===== src/hw/rtl/frame_deframer_with_sum_check_macros.svh =====
// Assertion macros shared by the frame deframer RTL files.
`ifndef FRAME_DEFRAMER_WITH_SUM_CHECK_MACROS_SVH
`define FRAME_DEFRAMER_WITH_SUM_CHECK_MACROS_SVH

// Checks a property on every rising edge of clk_i while rst_ni is high.
`define FDSC_ASSERT(lbl, prop, msg) \
  lbl: assert property (@(posedge clk_i) disable iff (!rst_ni) (prop)) else $error(msg);

// Checks that an expression never holds on a rising edge of clk_i.
`define FDSC_ASSERT_NEVER(lbl, expr, msg) \
  lbl: assert property (@(posedge clk_i) disable iff (!rst_ni) !(expr)) else $error(msg);

`endif


===== src/hw/rtl/fdsc_pkg.sv =====
// Types and constants of the frame deframer with sum check.
`default_nettype none

package fdsc_pkg;

  localparam int unsigned CountW   = 17;
  localparam int unsigned MinFrame = 7;
  localparam int unsigned HdrBytes = 5;
  localparam int unsigned QDepth   = 4;
  localparam int unsigned QPtrW    = $clog2(QDepth);

  localparam logic [CountW-1:0] CountMax = {CountW{1'b1}};

  // Register index of the expected magic value.
  localparam logic RegHeaderMagic = 1'b0;

  localparam logic KindPayload = 1'b0;
  localparam logic KindVerdict = 1'b1;

  typedef enum logic [2:0] {
    VerdictOk          = 3'd0,
    VerdictTooShort    = 3'd1,
    VerdictBadMagic    = 3'd2,
    VerdictLenMismatch = 3'd3,
    VerdictBadSum      = 3'd4
  } verdict_e;

  typedef struct packed {
    logic        kind;
    logic [7:0]  payload_byte;
    logic [7:0]  packet_type;
    logic [15:0] payload_length;
    verdict_e    verdict;
    logic        last;
  } result_t;

  // Up to two results are written into the result queue per accepted byte.
  typedef struct packed {
    logic    first;
    logic    second;
    result_t res0;
    result_t res1;
  } push_t;

endpackage

`default_nettype wire


===== src/hw/rtl/fdsc_res_queue.sv =====
// Four-entry result queue, written with up to two results and read with one per cycle while out_ready_i is high.
`default_nettype none

module fdsc_res_queue (
  input  wire logic             clk_i,
  input  wire logic             rst_ni,
  input  wire fdsc_pkg::push_t  push_i,
  output logic                  ready_o,
  output logic                  out_valid_o,
  input  wire logic             out_ready_i,
  output fdsc_pkg::result_t     out_o
);
  import fdsc_pkg::*;
  `include "frame_deframer_with_sum_check_macros.svh"

  result_t              entries_q [QDepth];
  logic [QPtrW-1:0]     wptr_q, wptr_d;
  logic [QPtrW-1:0]     rptr_q, rptr_d;
  logic [QPtrW:0]       count_q, count_d;
  logic                 pop;
  logic [QPtrW:0]       num_push;

  assign pop         = out_valid_o && out_ready_i;
  assign out_valid_o = (count_q != '0);
  assign out_o       = entries_q[rptr_q];
  // Room for two more results is kept so that any byte can be taken.
  assign ready_o     = (count_q <= (QPtrW+1)'(QDepth - 2));

  always_comb begin
    num_push = (QPtrW+1)'(push_i.first) + (QPtrW+1)'(push_i.second);
    wptr_d   = wptr_q + num_push[QPtrW-1:0];
    rptr_d   = pop ? rptr_q + QPtrW'(1) : rptr_q;
    count_d  = count_q + num_push - (QPtrW+1)'(pop);
  end

  always_ff @(posedge clk_i or negedge rst_ni) begin
    if (!rst_ni) begin
      wptr_q  <= '0;
      rptr_q  <= '0;
      count_q <= '0;
    end else begin
      wptr_q  <= wptr_d;
      rptr_q  <= rptr_d;
      count_q <= count_d;
    end
  end

  always_ff @(posedge clk_i) begin
    if (push_i.first) begin
      entries_q[wptr_q] <= push_i.res0;
    end
    if (push_i.second) begin
      entries_q[wptr_q + QPtrW'(1)] <= push_i.res1;
    end
  end

  `FDSC_ASSERT_NEVER(a_count_bound, count_q > (QPtrW+1)'(QDepth), "result queue overflow")
  `FDSC_ASSERT(a_second_needs_first, push_i.second |-> push_i.first, "second push without first")
  `FDSC_ASSERT_NEVER(a_push_when_full, push_i.first && !ready_o, "push while queue has no room")

endmodule

`default_nettype wire


===== src/hw/rtl/frame_deframer_with_sum_check.sv =====
// Top level of the frame deframer with 16-bit additive sum check.
`default_nettype none

// Parses a length-prefixed frame (magic, length, type, payload, checksum, all
// big-endian) from a byte stream whose final byte carries tlast. Each accepted
// byte updates the frame state, and its results are written into a four-entry
// result queue in the cycle of acceptance. Payload bytes come out once the
// magic has matched, and the final byte brings one verdict result (tuser
// high). The output side drains one result per clock while m_axis_tready is
// high, so a stream then sustains one byte per clock; a final byte that is
// also a payload byte makes two results. s_axis_tready is low while the queue
// holds more than two results.
module frame_deframer_with_sum_check (
  input  wire logic        clk_i,
  input  wire logic        rst_ni,
  // Configuration port.
  input  wire logic        psel,
  input  wire logic        penable,
  input  wire logic        pwrite,
  input  wire logic [2:0]  paddr,
  input  wire logic [31:0] pwdata,
  output logic [31:0]      prdata,
  output logic             pready,
  // Byte input.
  input  wire logic        s_axis_tvalid,
  output logic             s_axis_tready,
  input  wire logic [7:0]  s_axis_tdata,   // [7:0] data_byte
  input  wire logic        s_axis_tlast,   // end_of_buffer
  // Result output.
  output logic             m_axis_tvalid,
  input  wire logic        m_axis_tready,
  // [7:0] payload_byte, [15:8] packet_type, [31:16] payload_length,
  // [34:32] verdict, [39:35] zero
  output logic [39:0]      m_axis_tdata,
  output logic             m_axis_tuser,   // result_kind
  output logic             m_axis_tlast    // last_of_run
);
  import fdsc_pkg::*;
  `include "frame_deframer_with_sum_check_macros.svh"

  logic [15:0]       header_magic_q;
  logic [CountW-1:0] byte_count_q, byte_count_d;
  logic [15:0]       magic_q, magic_d;
  logic [15:0]       length_q, length_d;
  logic [7:0]        type_q, type_d;
  logic [15:0]       sum_q, sum_d;
  logic [15:0]       check_q, check_d;

  logic              accept;
  logic [7:0]        din;
  logic [CountW-1:0] pay_end;
  logic              past_hdr, in_pay, pay_emit;
  logic [15:0]       expect_sum;
  verdict_e          verdict;
  result_t           pay_res, ver_res, out_res;
  push_t             push;

  // Configuration register.
  assign pready = 1'b1;

  always_ff @(posedge clk_i or negedge rst_ni) begin
    if (!rst_ni) begin
      header_magic_q <= '0;
    end else if (psel && penable && pwrite && pready && (paddr[2] == RegHeaderMagic)) begin
      header_magic_q <= pwdata[15:0];
    end
  end

  assign prdata = (paddr[2] == RegHeaderMagic) ? {16'b0, header_magic_q} : 32'b0;

  // Frame state update for the byte at hand.
  assign accept = s_axis_tvalid && s_axis_tready;
  assign din    = s_axis_tdata;

  always_comb begin
    magic_d  = magic_q;
    length_d = length_q;
    type_d   = type_q;
    sum_d    = sum_q;
    check_d  = check_q;

    unique case (byte_count_q)
      CountW'(0): magic_d  = {din, 8'h00};
      CountW'(1): magic_d  = {magic_q[15:8], din};
      CountW'(2): length_d = {din, 8'h00};
      CountW'(3): length_d = {length_q[15:8], din};
      CountW'(4): type_d   = din;
      default: ;
    endcase

    // The length field is complete before the payload starts.
    pay_end  = CountW'(HdrBytes) + {1'b0, length_q};
    past_hdr = (byte_count_q >= CountW'(HdrBytes));
    in_pay   = past_hdr && (byte_count_q < pay_end);

    if (in_pay) begin
      sum_d = sum_q + {8'h00, din};
    end else if (past_hdr && (byte_count_q == pay_end)) begin
      check_d = {din, 8'h00};
    end else if (past_hdr && (byte_count_q == pay_end + CountW'(1))) begin
      check_d = {check_q[15:8], din};
    end

    pay_emit     = in_pay && (magic_d == header_magic_q);
    byte_count_d = (byte_count_q != CountMax) ? byte_count_q + CountW'(1) : byte_count_q;
  end

  always_comb begin
    expect_sum = magic_d + length_d + {8'h00, type_d} + sum_d;
    if (byte_count_d < CountW'(MinFrame)) begin
      verdict = VerdictTooShort;
    end else if (magic_d != header_magic_q) begin
      verdict = VerdictBadMagic;
    end else if (byte_count_d != CountW'(MinFrame) + {1'b0, length_d}) begin
      verdict = VerdictLenMismatch;
    end else if (expect_sum != check_d) begin
      verdict = VerdictBadSum;
    end else begin
      verdict = VerdictOk;
    end
  end

  always_comb begin
    pay_res.kind           = KindPayload;
    pay_res.payload_byte   = din;
    pay_res.packet_type    = type_d;
    pay_res.payload_length = length_d;
    pay_res.verdict        = VerdictOk;
    pay_res.last           = !s_axis_tlast;

    ver_res.kind           = KindVerdict;
    ver_res.payload_byte   = 8'h00;
    ver_res.packet_type    = type_d;
    ver_res.payload_length = length_d;
    ver_res.verdict        = verdict;
    ver_res.last           = 1'b1;

    push.first  = accept && (pay_emit || s_axis_tlast);
    push.second = accept && pay_emit && s_axis_tlast;
    push.res0   = pay_emit ? pay_res : ver_res;
    push.res1   = ver_res;
  end

  // The verdict returns the frame state to its reset values.
  always_ff @(posedge clk_i or negedge rst_ni) begin
    if (!rst_ni) begin
      byte_count_q <= '0;
      magic_q      <= '0;
      length_q     <= '0;
      type_q       <= '0;
      sum_q        <= '0;
      check_q      <= '0;
    end else if (accept) begin
      if (s_axis_tlast) begin
        byte_count_q <= '0;
        magic_q      <= '0;
        length_q     <= '0;
        type_q       <= '0;
        sum_q        <= '0;
        check_q      <= '0;
      end else begin
        byte_count_q <= byte_count_d;
        magic_q      <= magic_d;
        length_q     <= length_d;
        type_q       <= type_d;
        sum_q        <= sum_d;
        check_q      <= check_d;
      end
    end
  end

  fdsc_res_queue u_queue (
    .clk_i       (clk_i),
    .rst_ni      (rst_ni),
    .push_i      (push),
    .ready_o     (s_axis_tready),
    .out_valid_o (m_axis_tvalid),
    .out_ready_i (m_axis_tready),
    .out_o       (out_res)
  );

  assign m_axis_tdata = {5'b0, out_res.verdict, out_res.payload_length,
                         out_res.packet_type, out_res.payload_byte};
  assign m_axis_tuser = out_res.kind;
  assign m_axis_tlast = out_res.last;

  `FDSC_ASSERT(a_verdict_is_last, (m_axis_tvalid && m_axis_tuser) |-> m_axis_tlast, "verdict not last")
  `FDSC_ASSERT(a_clear_after_end, (accept && s_axis_tlast) |=> (byte_count_q == '0), "frame state not cleared")
  `FDSC_ASSERT(a_payload_no_verdict, (m_axis_tvalid && !m_axis_tuser) |-> (m_axis_tdata[34:32] == VerdictOk), "payload result carries a verdict")

endmodule

`default_nettype wire


===== config.mk =====
export PLATFORM = sky130hd
export DESIGN_NAME = frame_deframer_with_sum_check
export DESIGN_NICKNAME = d
export VERILOG_FILES = /design/src/hw/rtl/fdsc_pkg.sv /design/src/hw/rtl/fdsc_res_queue.sv /design/src/hw/rtl/frame_deframer_with_sum_check.sv
export VERILOG_INCLUDE_DIRS = /design/src /design/src/hw/rtl
export SDC_FILE = /design/constraint.sdc
export NUM_CORES = 1
export LEC_CHECK = 0
export ABC_AREA = 1
export BUFFER_PORTS_ARGS = -buffer_cell sky130_fd_sc_hd__buf_2
export CORE_MARGIN = 1
export CORE_UTILIZATION = 50
export DETAILED_ROUTE_END_ITERATION = 12
export PLACE_DENSITY = 0.82
export RECOVER_POWER = 100
export SYNTH_ARGS = -nofsm -noshare
export SYNTH_HDL_FRONTEND = slang
export SYNTH_HIERARCHICAL = 1
export SYNTH_SLANG_ARGS = --single-unit

===== constraint.sdc =====
create_clock -name clk_i -period 5.25 [get_ports clk_i]
set_input_delay 0.7875 -clock clk_i [delete_from_list [all_inputs] [get_ports clk_i]]
set_output_delay 0.7875 -clock clk_i [all_outputs]
set_load 0.03 [all_outputs]

---- Word level (Yosys, flattened, before mapping) ----
Memory sizes are Yosys's and may differ from the RTL's.
Index checks and enable logic that the tools add are counted.
word-level totals
  flip-flop bits (word level) ............. 112
  bits in writable memories ............... 148
  input port bits ......................... 51
  output and inout port bits .............. 77
  logic and storage cells ................. 81
  memories ................................ 1
cells by class
  add/sub/neg operators ................... 14
  magnitude comparators ................... 4
  equality and inequality tests ........... 11
  mux-type cells .......................... 24
  bitwise operators ....................... 1
  reductions and logical operators ........ 16
memories
  memory             words  bits a word  rd ports  clocked after Yosys merged registers in  write ports  line                  RTL
  u_queue.entries_q  4      37           1         0                                        2            fdsc_res_queue.sv:16  result_t entries_q [QDepth];
operators by type and width
  operator                                                                              number
  16-bit two-way mux                                                                    8
  16-bit case mux with 2 select lines                                                   2
  37-bit two-way mux                                                                    1
  17-bit by 1-bit adder with 17-bit output, second input constant                       2
  3-bit by 16-bit adder with 17-bit output, first input constant                        2
  17-bit == test                                                                        2
  17-bit by 2-bit == test with 1-bit output, second input constant                      2
  17-bit two-way mux                                                                    2
  16-bit adder                                                                          2
  16-bit by 8-bit adder with 16-bit output                                              2
  16-bit != test                                                                        2
  8-bit two-way mux                                                                     3
  17-bit by 1-bit == test with 1-bit output, second input constant                      1
  17-bit by 3-bit == test with 1-bit output, second input constant                      1
  17-bit by 3-bit greater-or-equal comparator with 1-bit output, second input constant  1
  17-bit zero test                                                                      1
  17-bit < comparator                                                                   1
  17-bit by 3-bit < comparator with 1-bit output, second input constant                 1
  17-bit != test                                                                        1
  17-bit != test, second input constant                                                 1
  16-bit == test                                                                        1
  1-bit logical AND                                                                     12
  3-bit two-way mux                                                                     4
  2-bit by 1-bit adder with 2-bit output, second input constant                         2
  other kinds (10)                                                                      13

---- Longest topological paths before layout ----
Gate-level depths: netlist of the first run.
  word-level depth ........................ 13
  mapped depth ............................ 43
  gate-level depth less buffers ........... 41

---- By module ----
Netlist of the first run, hierarchy kept.
modules (own cells, without submodules)
  module                         instances  cells an instance  area each (um2)  sequential area each (um2)
  frame_deframer_with_sum_check  1          1526               10273.6          2627.5
  fdsc_res_queue                 1          896                8089.0           4619.4

---- Least setup slack after synthesis of the first run ----
Ideal clock, no wire load.
  kind .................................... register -> register
  from .................................... register length_q[0]
  to ...................................... memory u_queue/entries_q[0][3] (netlist name) (data pin)
  library setup time ...................... 265 ps
  arrival ................................. 5489 ps
  required time ........................... 4985 ps
  slack ................................... -503 ps
  cell stages (with the launch flop) ...... 38
  path buffers ............................ 1
  period minus slack after synthesis ...... 5753 ps
  path through ............................ dfrtp_1 ha_1 nor2_1 nor2_2 nand2_1 inv_1 nand3_1 nand2_1 ha_1 a21oi_1 o211ai_1 a21oi_1 nand2_1 inv_1 clkbuf_1 nand4_1 nor3_1 xor2_1 [2 not listed] ha_1 ha_1 nand2_1 inv_1 a221oi_1 nand3_1 xor2_1 xor2_1 nor3_1 nand2_1 nor2_1 nand3_1 nor2_1 nand3_1 nand2_1 inv_1 inv_1 o21ai_0
RTL lines
  what                    line                                  RTL
  start, declared         frame_deframer_with_sum_check.sv:44   logic [15:0] length_q, length_d;
  start signal, assigned  frame_deframer_with_sum_check.sv:164  length_q <= length_d;
  end, declared           fdsc_res_queue.sv:16

==> summary.md, run 1 <==
| Metric | Value |
|---|---|
| Die Y | 193.6 um |
| Endpoints failing setup | 4 |
| Routability Congestion | 0.9847 |
| Clock power share | 0.147 |
| Commonest cells in the netlist | 659 x nand2_1, 336 x inv_1, 221 x o21ai_0, 210 x nor2_1, 148 x edfxtp_1 |
| Yosys reg bits | 260 |
| Part of the Yosys area used for sequential elements | 0.3947 |
| CTS Hold Buffers Added | 0 |
| Critical Path Max Stage Delay | around 500 ps |
| Beginning of the worst register-to-register path | length_q[1]$_DFFE_PN0P_ |
| Die ar. | 37500 um2 |
| First DRT Iteration DRCs | ~1600 |
| Measured slew at the worst slew-check pin | 2463 ps |
| Final Max Slew Viols | about 380 |
| Worst Path Max Fanout | 11 |
| Final core occ | 0.6233 |
| Peak VDD IR | 0.0003759 V |
| Overflow after GRT | 0 |
| Count of cell types in the netlist | between 50 and 60 |
| Clock buffer count from CTS | 29 |
| Sw Ratio | 0.4724 |
| DRT Wirelength | 56470 um |
| Die Wd | just under 200 um |
| Syn avg cell area | between 7 and 8 um2 |
| Leakage Power | 10.43 nW |
| Rows | 69 |
| Post-Synthesis Cells | 2422 |
| FF-to-FF path depth | 38 |
| ANT nets after route | 0 |
| Initial antenna violation count | 2 |
| Hold WS | 456.8 ps |
| IO Pins | 128 |
| Dominant cells by area after synthesis | edfxtp_1 24%, dfrtp_1 15%, nand2_1 13% |
| Async SR Flop Fraction | 0.4308 |
| Worst Setup End Kind | register |
| Slew margin rel. | -0.6422 |
| H-tree levels | 1 |
| # diodes | 0 |
| Area share of the largest cell type after synthesis | 0.2420 |
| Worst-Skew Late Latency | 590 ps |
| Slowest-stage cell, CP | fa_1 |
| Pin count of the biggest net entering global routing | 114 |
| Buf+Inv Stages, Crit Path | 5 |
| IO Port Bufs | between 80 and 90 |
| Num Clock Sinks | 260 |
| Failing checks | capacitance limit, slew limit, setup timing |
| Final Skew | 21.11 ps |
| Setup ws final | -697.6 ps |
| First-pass GRT wire length | 88890 um |
| Hold Crit Endpoint | header_magic_q[4]$_DFFE_PN0P_ |
| Internal power | 7.844 mW |
| Max frequency | 0.1681 GHz |
| Vias in the first global route | 17510 |
| Total power | 14.87 mW |
| Most frequent cell after synthesis | nand2_1 |
| Crit Path Class | reg -> reg |
| RSZ-0062 raised after global routing | true |
| Class of the worst hold path | in -> reg |
| P&R area growth vs syn | 21.61% |
| Routed via count | 17980 |
| Ys flop type | edfxtp_1 |
| Maxcap violations | 6 |
| Mapped Area | 18360 um2 |
| Max Buffers Root-to-Sink | 3 |
| Vias per inst | 5.547 |
| Net Switching | 7.024 mW |
| Total Routing Usage GR | 0.2946 |
| Residual DRC | 0 |
| Worst Path Arrival | between 6000 and 7000 ps |
| Clk pin slew, worst setup/hold paths | 60 ps |
| Synth area leader | edfxtp_1 |
| Period utilisation layout | 1.133 |
| CTS tree | yes |
| Post-synth EDFFs | about 150 |
| Critical Path Most Common Cell | nand2_1 |
| Seq pwr share | 0.191 |
| Core Area | around 36000 um2 |
| DR WL/cell | roughly 17 um |
| Warnings, synthesis | 6 |
| Final nets | 2895 |
| Share of layout cells above drive strength 1 | 0.1913 |
| Largest delay share family, worst path | simple AND/OR/NAND/NOR gates |
| Status | finished with violations |
| Root Buffer | clkbuf_16 |
| Final Hold Violating Endpoints | 0 |
| DP Wirelength | slightly above 40000 um |
| Fin crit period | 5948 ps |
| Hold Crit Depth | 3 |
| Starting Density | 0.5125 |
| Logic pwr share | 0.662 |
| PwrDens | between 600 and 700 nW/um2 |
| Hold Crit Start | pwdata[4] |
| RR Endpoint | u_queue/entries_q[3][3]$_DFFE_PP_ |
| R2r setup slk | -700 ps |
| CP startpoint | length_q[1]$_DFFE_PN0P_ |
| Startpoint Class | register |
| Critical path required time | 5550 ps |
| First-pass DRT Iterations | 6 |
-- layer usage --
| layer | track usage | wire length [um] | share of wire | vias up |
|---|---|---|---|---|
| met1 | 0.3727 | 22150 | 0.39 | 8419 |
| li1 | - | - | - | 8511 |
| met4 | 0.1265 | 2448 | 0.043 | 4 |
| met2 | 0.5015 | 26850 | 0.48 | 866 |
| met3 | 0.04488 | 4984 | 0.088 | 184 |
| met5 | 0 | 31 | 0.00055 | - |
-- power by group through the flow --
stage	clock network, mW	logic [mW]	registers (mW)
floorplan	0	5.88	2.84
global placement	0	8.76	2.85
detailed placement	0	9.04	2.87
CTS	2.19	9.55	2.83
global route	2.27	10.7	2.88
finish	2.18	9.84	2.85
-- cell type report --
class	count	area, um2
fill	2953	13500
clock buffer	33	740.7
tap	461	576.8
multi-input combinational	1731	9554
sequential	260	7248
inverter	350	1321
clock inverter	19	261.5
timing repair buffer	388	2628
-- tightest hold or removal path, stage by stage --
cell	delay [ps]
buf_2	70
nor2_1	30
a21oi_1	100
-- worst max path at each step --
| stage | endpoint | slack [ps] | cells after the start |
|---|---|---|---|
| 4_1_cts | u_queue/entries_q[3][3]$_DFFE_PP_ | -500 | 36 |
| 2_1_floorplan | u_queue/entries_q[1][3]$_DFFE_PP_ | -110 | 38 |
| 5_1_grt | u_queue/entries_q[3][3]$_DFFE_PP_ | -1010 | 37 |
| 3_3_place_gp | u_queue/entries_q[3][3]$_DFFE_PP_ | -550 | 36 |
| 6_report | u_queue/entries_q[3][3]$_DFFE_PP_ | -700 | 38 |
| 3_5_place_dp | u_queue/entries_q[3][3]$_DFFE_PP_ | -690 | 38 |
-- cell families (layout without fill, tap and decap cells) --
logic type,count (synthesis),count (layout),synth area share
and+or+nand+nor,1092,1092,0.2518
buffers and inverters,461,790,0.1126
AOI/OAI and AO/OA,454,454,0.1394
DFF,260,260,0.3947
adders and majority gates,84,84,0.06746
xor gates and xnor gates,69,69,0.03366
other,2,32,0.0004090
-- sequential cells by signal, summed over array words and instances (netlist names) --
register           cells
u_queue/entries_q    148
byte_count_q          17
check_q               16
header_magic_q        16
length_q              16
magic_q               16
sum_q                 16
type_q                 8
u_queue/count_q        3
u_queue/rptr_q         2
u_queue/wptr_q         2
-- placed cells by master (no fill, tap or decap), types with 9 or more instances in the layout --
cell type,count
ha_1,44
a21oi_1,45
nand3_1,115
o21ai_1,58
inv_1,326
fa_1,25
inv_2,20
clkbuf_1,64
o21ai_0,210
conb_1,32
xor2_1,56
nor2_1,204
o21ai_2,24
buf_4,292
dfrtp_1,111
buf_2,30
nand2_1,643
ha_4,14
xnor2_1,10
o22ai_1,82
clkbuf_16,29
nor3_1,18
nor2_4,11
a21oi_2,9
o22ai_2,11
nand3_2,10
nand4_1,26
nand2_2,24
nor2_2,12
edfxtp_1,148
-- timing repair --
action	4_1_cts	5_1_grt
setup endpoints to repair	4	5
pin swaps	27	30
resized for setup	21	36
buffers inserted	21	6
-- stage by stage --
step | setup WS, ps | instance area (um2) | instances | setup TNS [ps]
6_report | -697.6 | 22330 | 3242 | -2649
5_1_grt | -1012 | 22330 | 3242 | -3946
4_1_cts | -500.3 | 22240 | 3236 | -1932
3_5_place_dp | -690.6 | 21010 | 3163 | -2674
3_3_place_gp | -550.2 | 21010 | 3163 | -2169
2_1_floorplan | -108.3 | 18680 | 2452 | -431.5
Power figures use the tool's default switching activity.
==> run 2: changes to the inputs <==
Settings changed: CELL_PAD_IN_SITES_DETAIL_PLACEMENT set to 0, CELL_PAD_IN_SITES_GLOBAL_PLACEMENT set to 2, CORE_UTILIZATION 50 to 33, PLACE_DENSITY 0.82 to 0.89, SLEW_MARGIN set to 20.
==> run 2 against run 1 <==
  * Routed wire length rose by 5.0%
  * Critical endpoint unchanged
  * The flow still finishes with violations (capacitance limit, slew limit, setup timing)
  * Fmax rose by 3.4%
  * Worst setup slack improved by 200 ps
  * Combinational power fell by 2.4%
  * Clock skew fell by 1.8 ps
  * Sequential power barely moved
  * Non-clock buffer count rose by 24
  * Global-route usage fell by 8.6 points
  * Largest cell class unchanged
  * Worst hold slack improved by 24 ps
==> summary.md, run 2 (synthesized netlist as in run 1, its figures left out) <==
| Metric | Value |
|---|---|
| Largest regs | u_queue/entries_q: 148 flops, byte_count_q: 17 flops |
| Max frequency | 0.1739 GHz (+3.4%) |
| DRT Wirelength | 59270 um (+5.0%) |
| Status | finished with violations |
| Residual DRC | 0 (unchanged) |
| Commonest cells after routing, fill and taps aside | 638 x nand2_1, 328 x inv_1, 307 x buf_4, 219 x o21ai_0, 202 x nor2_1 |
| Starting Density | 0.3340 (-0.1786) |
| FF-to-FF path depth | 35 (-7.9%) |
| Final instance area | 23030 um2 (+3.1%) |
| Core Area | 54990 um2 (+53%) |
| Initial antenna violation count | 0 (-2) |
| R2r setup slk | -500 ps (+200 ps) |
| Class of the worst hold path | reg -> reg |
| Startpoint Class | register |
| First-pass DRT Iterations | 6 (unchanged) |
| Failing checks | capacitance limit, slew limit, setup timing |
| Final Skew | 19.30 ps (-1.805 ps) |
| Place WS | -737.5 ps (-46.94 ps) |
| P&R area growth vs syn | 25.41% |
| Worst Path Arrival | 6020 ps (-230 ps) |
| Worst Path Max Fanout | 7 (-4) |
| Max Buffers Root-to-Sink | 3 (unchanged) |
| Biggest register | u_queue/entries_q |
| Critical Path Max Stage Delay | 480 ps (-20 ps) |
| Maxcap violations | 4 (-2) |
| Most Crowded Layer GR | met2 |
| Final Max Slew Viols | 306 (-19%) |
| CTS tree | yes |
| Routed via count | 17140 (-4.7%) |
| Most common cell after layout, fill and taps aside | nand2_1 |
| DR WL/cell | 16.65 um (-4.4%) |
| Max FFs per register | 148 (unchanged) |
| CTS Hold Buffers Added | 0 (unchanged) |
| Slowest-stage cell, CP | fa_1 |
| Peak VDD IR | 0.0002620 V (-30%) |
| Final Hold Violating Endpoints | 0 (unchanged) |
| Fin crit period | 5750 ps (-198.0 ps) |
| Critical path required time | 5520 ps (-30 ps) |
| Root Buffer | clkbuf_16 |
| Final nets | 2924 (+1.0%) |
| Die Wd | 237.9 um (+23%) |
| Endpoints failing setup | 5 (+1) |
| Pin count of the biggest net entering global routing | 97 (-15%) |
| Setup ws final | -499.6 ps (+198.0 ps) |
| DP Wirelength | 43520 um (+7.7%) |
| Met3 Use GR | 0.02892 (-0.01596) |
| IO Pins | 128 (unchanged) |
| IO Port Bufs | 87 (unchanged) |
| GR Util met1 | 0.2864 (-0.08631) |
| Die ar. | 56590 um2 (+51%) |
| ANT nets after route | 0 (unchanged) |
| Worst Setup End Kind | register |
| Area after DPL | 21610 um2 (+2.9%) |
| Period utilisation layout | 1.095 (-0.03772) |
| Num Clock Sinks | 260 (unchanged) |
| First DRT Iteration DRCs | 1072 (-35%) |
| Final core occ | 0.4188 (-0.2044) |
| # diodes | 0 (unchanged) |
| Routability Congestion | 0.8974 (-8.9%) |
| Hold Crit Depth | 2 (-1) |
| Overflow after GRT | 0 (unchanged) |
| Measured slew at the worst slew-check pin | 4016 ps (+1552 ps) |
| Post-route setup TNS | -2029 ps (+619.9 ps) |
| Share of layout cells above drive strength 1 | 0.2053 (+0.01397) |
| Vias in the first global route | 16130 (-7.9%) |
| Met2 usage | 0.3439 (-0.1577) |
| Total Routing Usage GR | 0.2088 (-0.08581) |
| Leakage Power | 10.65 nW (+2.1%) |
| PwrDens | 645.2 nW/um2 (-3.1%) |
| First-pass GRT wire length | 90890 um (+2.3%) |
| Clk pin slew, worst setup/hold paths | 60 ps (about the same) |
| Crit Path Class | reg -> reg |
| Total power | 14.86 mW (about the same) |
| Rows | 86 (+25%) |
| Die Y | 237.9 um (+23%) |
| RSZ-0062 raised after global routing | true |
| Clock buffer count from CTS | 34 (+17%) |
| Worst-Skew Late Latency | 550 ps (-40 ps) |
| Slew margin rel. | -1.677 (-1.035) |
| H-tree levels | 2 (+1) |
| Vias per inst | 4.815 (-13%) |
-- run 2: changes by cell type in the layout (fill, tap and decap cells not counted), moves of 3 or more --
cell	before	now
ha_1	44	37
nand2_2	24	27
buf_2	30	57
o21ai_2	24	10
nand2_1	643	638
clkbuf_4	1	6
buf_4	292	307
clkbuf_16	29	35
clkbuf_1	64	41
nor2_4	11	14
o21ai_0	210	219
o21ai_1	58	63
ha_4	14	22
-- run 2: worst max-delay path: cells and delay by family, from the launching register on --
kind | cells | cell delay [ps]
AOI/OAI and AO/OA | 6 | 800
adders and majority gates | 4 | 1390
DFF | 1 | 410
buffers and inverters | 6 | 680
and+or+nand+nor | 16 | 1670
xor gates and xnor gates | 3 | 490
-- run 2: power by group --
part	switching (mW)	total (mW)	leakage, nW	internal, mW
Clock	0.945	2.37	0.545	1.43
Combinational	5.78	9.60	7.29	3.82
Sequential	0.227	2.88	2.81	2.65
Total	6.95	14.9	10.7	7.90
-- run 2: what timing repair did --
| action | 4_1_cts | 5_1_grt |
|---|---|---|
| gates resized for setup | 47 | 24 |
| buffers inserted | 17 | 1 |
| pin swaps | 39 | 17 |
| gates cloned | 0 | 0 |
| endpoints found under the setup margin | 4 | 5 |
-- run 2: layout make-up --
| cell class | count | area (um2) |
|---|---|---|
| Sequential cell | 260 | 7249 |
| Clock inverter | 18 | 209.0 |
| Tap cell | 748 | 935.9 |
| Clock buffer | 40 | 904.6 |
| Inverter | 350 | 1319 |
| Multi-Input combinational cell | 1731 | 9605 |
| Fill cell | 5572 | 31960 |
| Timing Repair Buffer | 412 | 2805 |
-- run 2: worst paths after layout --
kind	start	endpoint
hold / removal	check_q[0]$_DFFE_PN0P_	check_q[0]$_DFFE_PN0P_
hold reg to reg	check_q[0]$_DFFE_PN0P_	check_q[0]$_DFFE_PN0P_
min in group asynchronous	rst_ni	sum_q[15]$_DFFE_PN0P_
max in group asynchronous	rst_ni	byte_count_q[8]$_DFFE_PN0P_
setup reg to reg	length_q[1]$_DFFE_PN0P_	u_queue/entries_q[3][3]$_DFFE_PP_
setup / recovery	length_q[1]$_DFFE_PN0P_	u_queue/entries_q[3][3]$_DFFE_PP_
-- run 2: routing by layer --
layer	vias up	wire (um)
li1	8582	-
met1	8071	27230
met2	408	27520
met3	74	3045
met4	0	1475
met5	-	0
-- run 2: through the flow --
step / hold slack, ps / instances
2_1_floorplan: 441.5 / 2452
3_3_place_gp: 461.2 / 3482
3_5_place_dp: 466.1 / 3482
4_1_cts: 394.2 / 3557
5_1_grt: 498.1 / 3559
6_report: 480.3 / 3559
==> run 3: changes to the inputs <==
Clock period 5.25 ns to 5.1 ns, I/O delays scaled along.
==> run 3 against run 2 <==
  * The flow still finishes with violations (capacitance limit, slew limit, setup timing)
  * Cell area increased by 0.29%
  * Routed wire length decreased by 0.52%
  * Clock skew increased by 3.0 ps
  * Total power increased by 3.0%
  * Count of clock-buffer cells in the layout increased by 2
  * Sequential share of layout area decreased by 0.074 points
  * Worst hold slack got worse by 18 ps
  * First-iteration DRC count increased by 4.8%
  * Utilization increased by 0.12 points
  * Critical path type unchanged
  * Largest cell class unchanged
==> summary.md, run 3 (synthesized netlist as in run 1, its figures left out) <==
| Metric | Value |
|---|---|
| Status | finished with violations |
| Failing checks | capacitance limit, slew limit, setup timing |
| Measured slew at the worst slew-check pin | 3029 ps (-986.2 ps) |
| DP Wirelength | 44280 um (+1.8%) |
| Initial antenna violation count | 0 (unchanged) |
| Final nets | 2928 (+0.14%) |
| First DRT Iteration DRCs | 1123 (+4.8%) |
| Endpoints failing setup | 6 (+1) |
| Period utilisation layout | 1.157 (+0.06200) |
| Max Buffers Root-to-Sink | 3 (unchanged) |
| Beginning of the worst register-to-register path | length_q[0]$_DFFE_PN0P_ |
| Fin crit period | 5902 ps (+151.9 ps) |
| Leakage Power | 10.71 nW (+0.54%) |
| Die ar. | 56590 um2 (unchanged) |
| Final Hold Violating Endpoints | 0 (unchanged) |
| Die Wd | 237.9 um (unchanged) |
| Startpoint Class | register |
| Critical path required time | 5370 ps (-150 ps) |
| Worst-Skew Late Latency | 560 ps (about the same) |
| Total Routing Usage GR | 0.2081 (-0.0007450) |
| P&R area growth vs syn | 25.77% |
| Overflow after GRT | 0 (unchanged) |
| CTS Hold Buffers Added | 0 (unchanged) |
| ANT nets after route | 0 (unchanged) |
| FF-to-FF path depth | 36 (+2.9%) |
| Vias per inst | 4.806 (-0.17%) |
| Worst Setup End Kind | register |
| Starting Density | 0.3340 (unchanged) |
| Critical Path Max Stage Delay | 450 ps (-30 ps) |
| Setup crit end | u_queue/entries_q[1][3]$_DFFE_PP_ |
| IO Port Bufs | 87 (unchanged) |
| Slowest-stage cell, CP | fa_1 |
| Rows | 86 (unchanged) |
| Root Buffer | clkbuf_16 |
| Largest regs | u_queue/entries_q: 148 flops, byte_count_q: 17 flops |
| # diodes | 0 (unchanged) |
| Hold WS | 462.2 ps (-18.09 ps) |
| H-tree levels | 2 (unchanged) |
| Final Max Slew Viols | 250 (-18%) |
| Worst Path Max Fanout | 5 (-2) |
| PwrDens | 662.6 nW/um2 (+2.7%) |
| Clk pin slew, worst setup/hold paths | 60 ps (about the same) |
| Max frequency | 0.1694 GHz (-2.6%) |
| DR WL/cell | 16.54 um (-0.68%) |
| R2r setup slk | -800 ps (-300 ps) |
| Fillers | 5496 (-1.4%) |
| Vias in the first global route | 16460 (+2.0%) |
| Num Clock Sinks | 260 (unchanged) |
| Multi-input logic area | 9554 um2 (-0.53%) |
| Final Skew | 22.31 ps (+3.007 ps) |
| Clock buffer count from CTS | 34 (unchanged) |
| CP startpoint | length_q[0]$_DFFE_PN0P_ |
| Die Y | 237.9 um (unchanged) |
| Peak VDD IR | 0.0003091 V (+18%) |
| RR Endpoint | u_queue/entries_q[1][3]$_DFFE_PP_ |
| Core Area | 54990 um2 (unchanged) |
| Max FFs per register | 148 (unchanged) |
| Routability Congestion | 0.8833 (-1.6%) |
| Routed via count | 17140 (unchanged) |
| Crit Path Class | reg -> reg |
| Setup ws final | -801.5 ps (-301.9 ps) |
| Share of layout cells above drive strength 1 | 0.2091 (+0.003823) |
| Most common cell after layout, fill and taps aside | nand2_1 |
| IO Pins | 128 (unchanged) |
| Final core occ | 0.4200 (+0.001206) |
| Critical Path Most Common Cell | buf_4 |
| Register area | 7253 um2 (about the same) |
| Pin count of the biggest net entering global routing | 75 (-23%) |
| Maxcap violations | 4 (unchanged) |
| RSZ-0062 raised after global routing | true |
| First-pass GRT wire length | 91460 um (+0.62%) |
| Biggest register | u_queue/entries_q |
| Commonest cells after routing, fill and taps aside | 642 x nand2_1, 331 x inv_1, 314 x buf_4, 211 x o21ai_0, 201 x nor2_1 |
| DRT Wirelength | 58960 um (-0.52%) |
| Worst Path Arrival | 6170 ps (+150 ps) |
| First-pass DRT Iterations | 5 (-1) |
| Slew margin rel. | -1.020 (+0.6575) |
| Class of the worst hold path | in -> reg |
| Residual DRC | 0 (unchanged) |
| CTS tree | yes |
==> run 3: how the worst min path moves through the flow <==
stage	start	endpoint	slack [ps]	cells past startpoint
detailed placement	check_q[6]$_DFFE_PN0P_	check_q[6]$_DFFE_PN0P_	470	2
global route	pwdata[13]	header_magic_q[13]$_DFFE_PN0P_	470	3
global placement	magic_q[15]$_DFFE_PN0P_	magic_q[15]$_DFFE_PN0P_	460	2
finish	pwdata[2]	header_magic_q[2]$_DFFE_PN0P_	460	3
CTS	rst_ni	sum_q[15]$_DFFE_PN0P_	230	1
floorplan	u_queue/rptr_q[1]$_DFFE_PN0P_	u_queue/rptr_q[1]$_DFFE_PN0P_	440	2
==> run 3: report_power, final <==
part	internal [mW]	total (mW)	leakage [nW]	switching, mW
Combinational	3.92	9.94	7.35	6.01
Sequential	2.73	2.93	2.81	0.202
Clock	1.46	2.43	0.551	0.972
==> run 3: worst max-delay path, delay by kind of cell (launching register included) <==
| family | cells | cell delay (ps) |
|---|---|---|
| and+or+nand+nor | 15 | 1620 |
| adders and majority gates | 5 | 1510 |
| buffers and inverters | 9 | 1090 |
| xor gates and xnor gates | 3 | 540 |
| DFF | 1 | 430 |
| AOI/OAI and AO/OA | 4 | 420 |
==> run 3: metal layers <==
| layer | global-route usage | share of wire |
|---|---|---|
| met5 | 0.006061 | 0.00085 |
| met4 | 0.08172 | 0.034 |
| met3 | 0.03077 | 0.050 |
| met2 | 0.3323 | 0.45 |
| met1 | 0.2826 | 0.46 |
==> run 3: per-stage QoR <==
stage / instance area, um2 / worst slack [ps] / setup TNS (ps) / instances / power, mW
2_1_floorplan: 18680 / -258.3 / -1032 / 2452 / 8.977
4_1_cts: 22980 / -649.4 / -2532 / 3557 / 15.20
6_report: 23090 / -801.5 / -3326 / 3565 / 15.30
3_3_place_gp: 21700 / -869.2 / -3429 / 3487 / 12.41
3_5_place_dp: 21700 / -888.4 / -3507 / 3487 / 12.58
5_1_grt: 23090 / -1060 / -55400 / 3565 / 16.56
==> run 3: layout make-up <==
class	instances	area share
inverters	350	0.05721
clock buffers	42	0.04036
well taps	748	0.04052
flip-flops and latches	260	0.3141
multi-input cells	1731	0.4137
clock inverters	18	0.008181
repair buffers	416	0.1260
==> run 3: what timing repair did <==
| action | CTS | global route |
|---|---|---|
| hold endpoints to repair | 0 | 0 |
| pin swaps | 24 | 15 |
| endpoints found under the setup margin | 5 | 6 |
| gates resized for setup | 17 | 44 |
| buffers inserted | 10 | 7 |
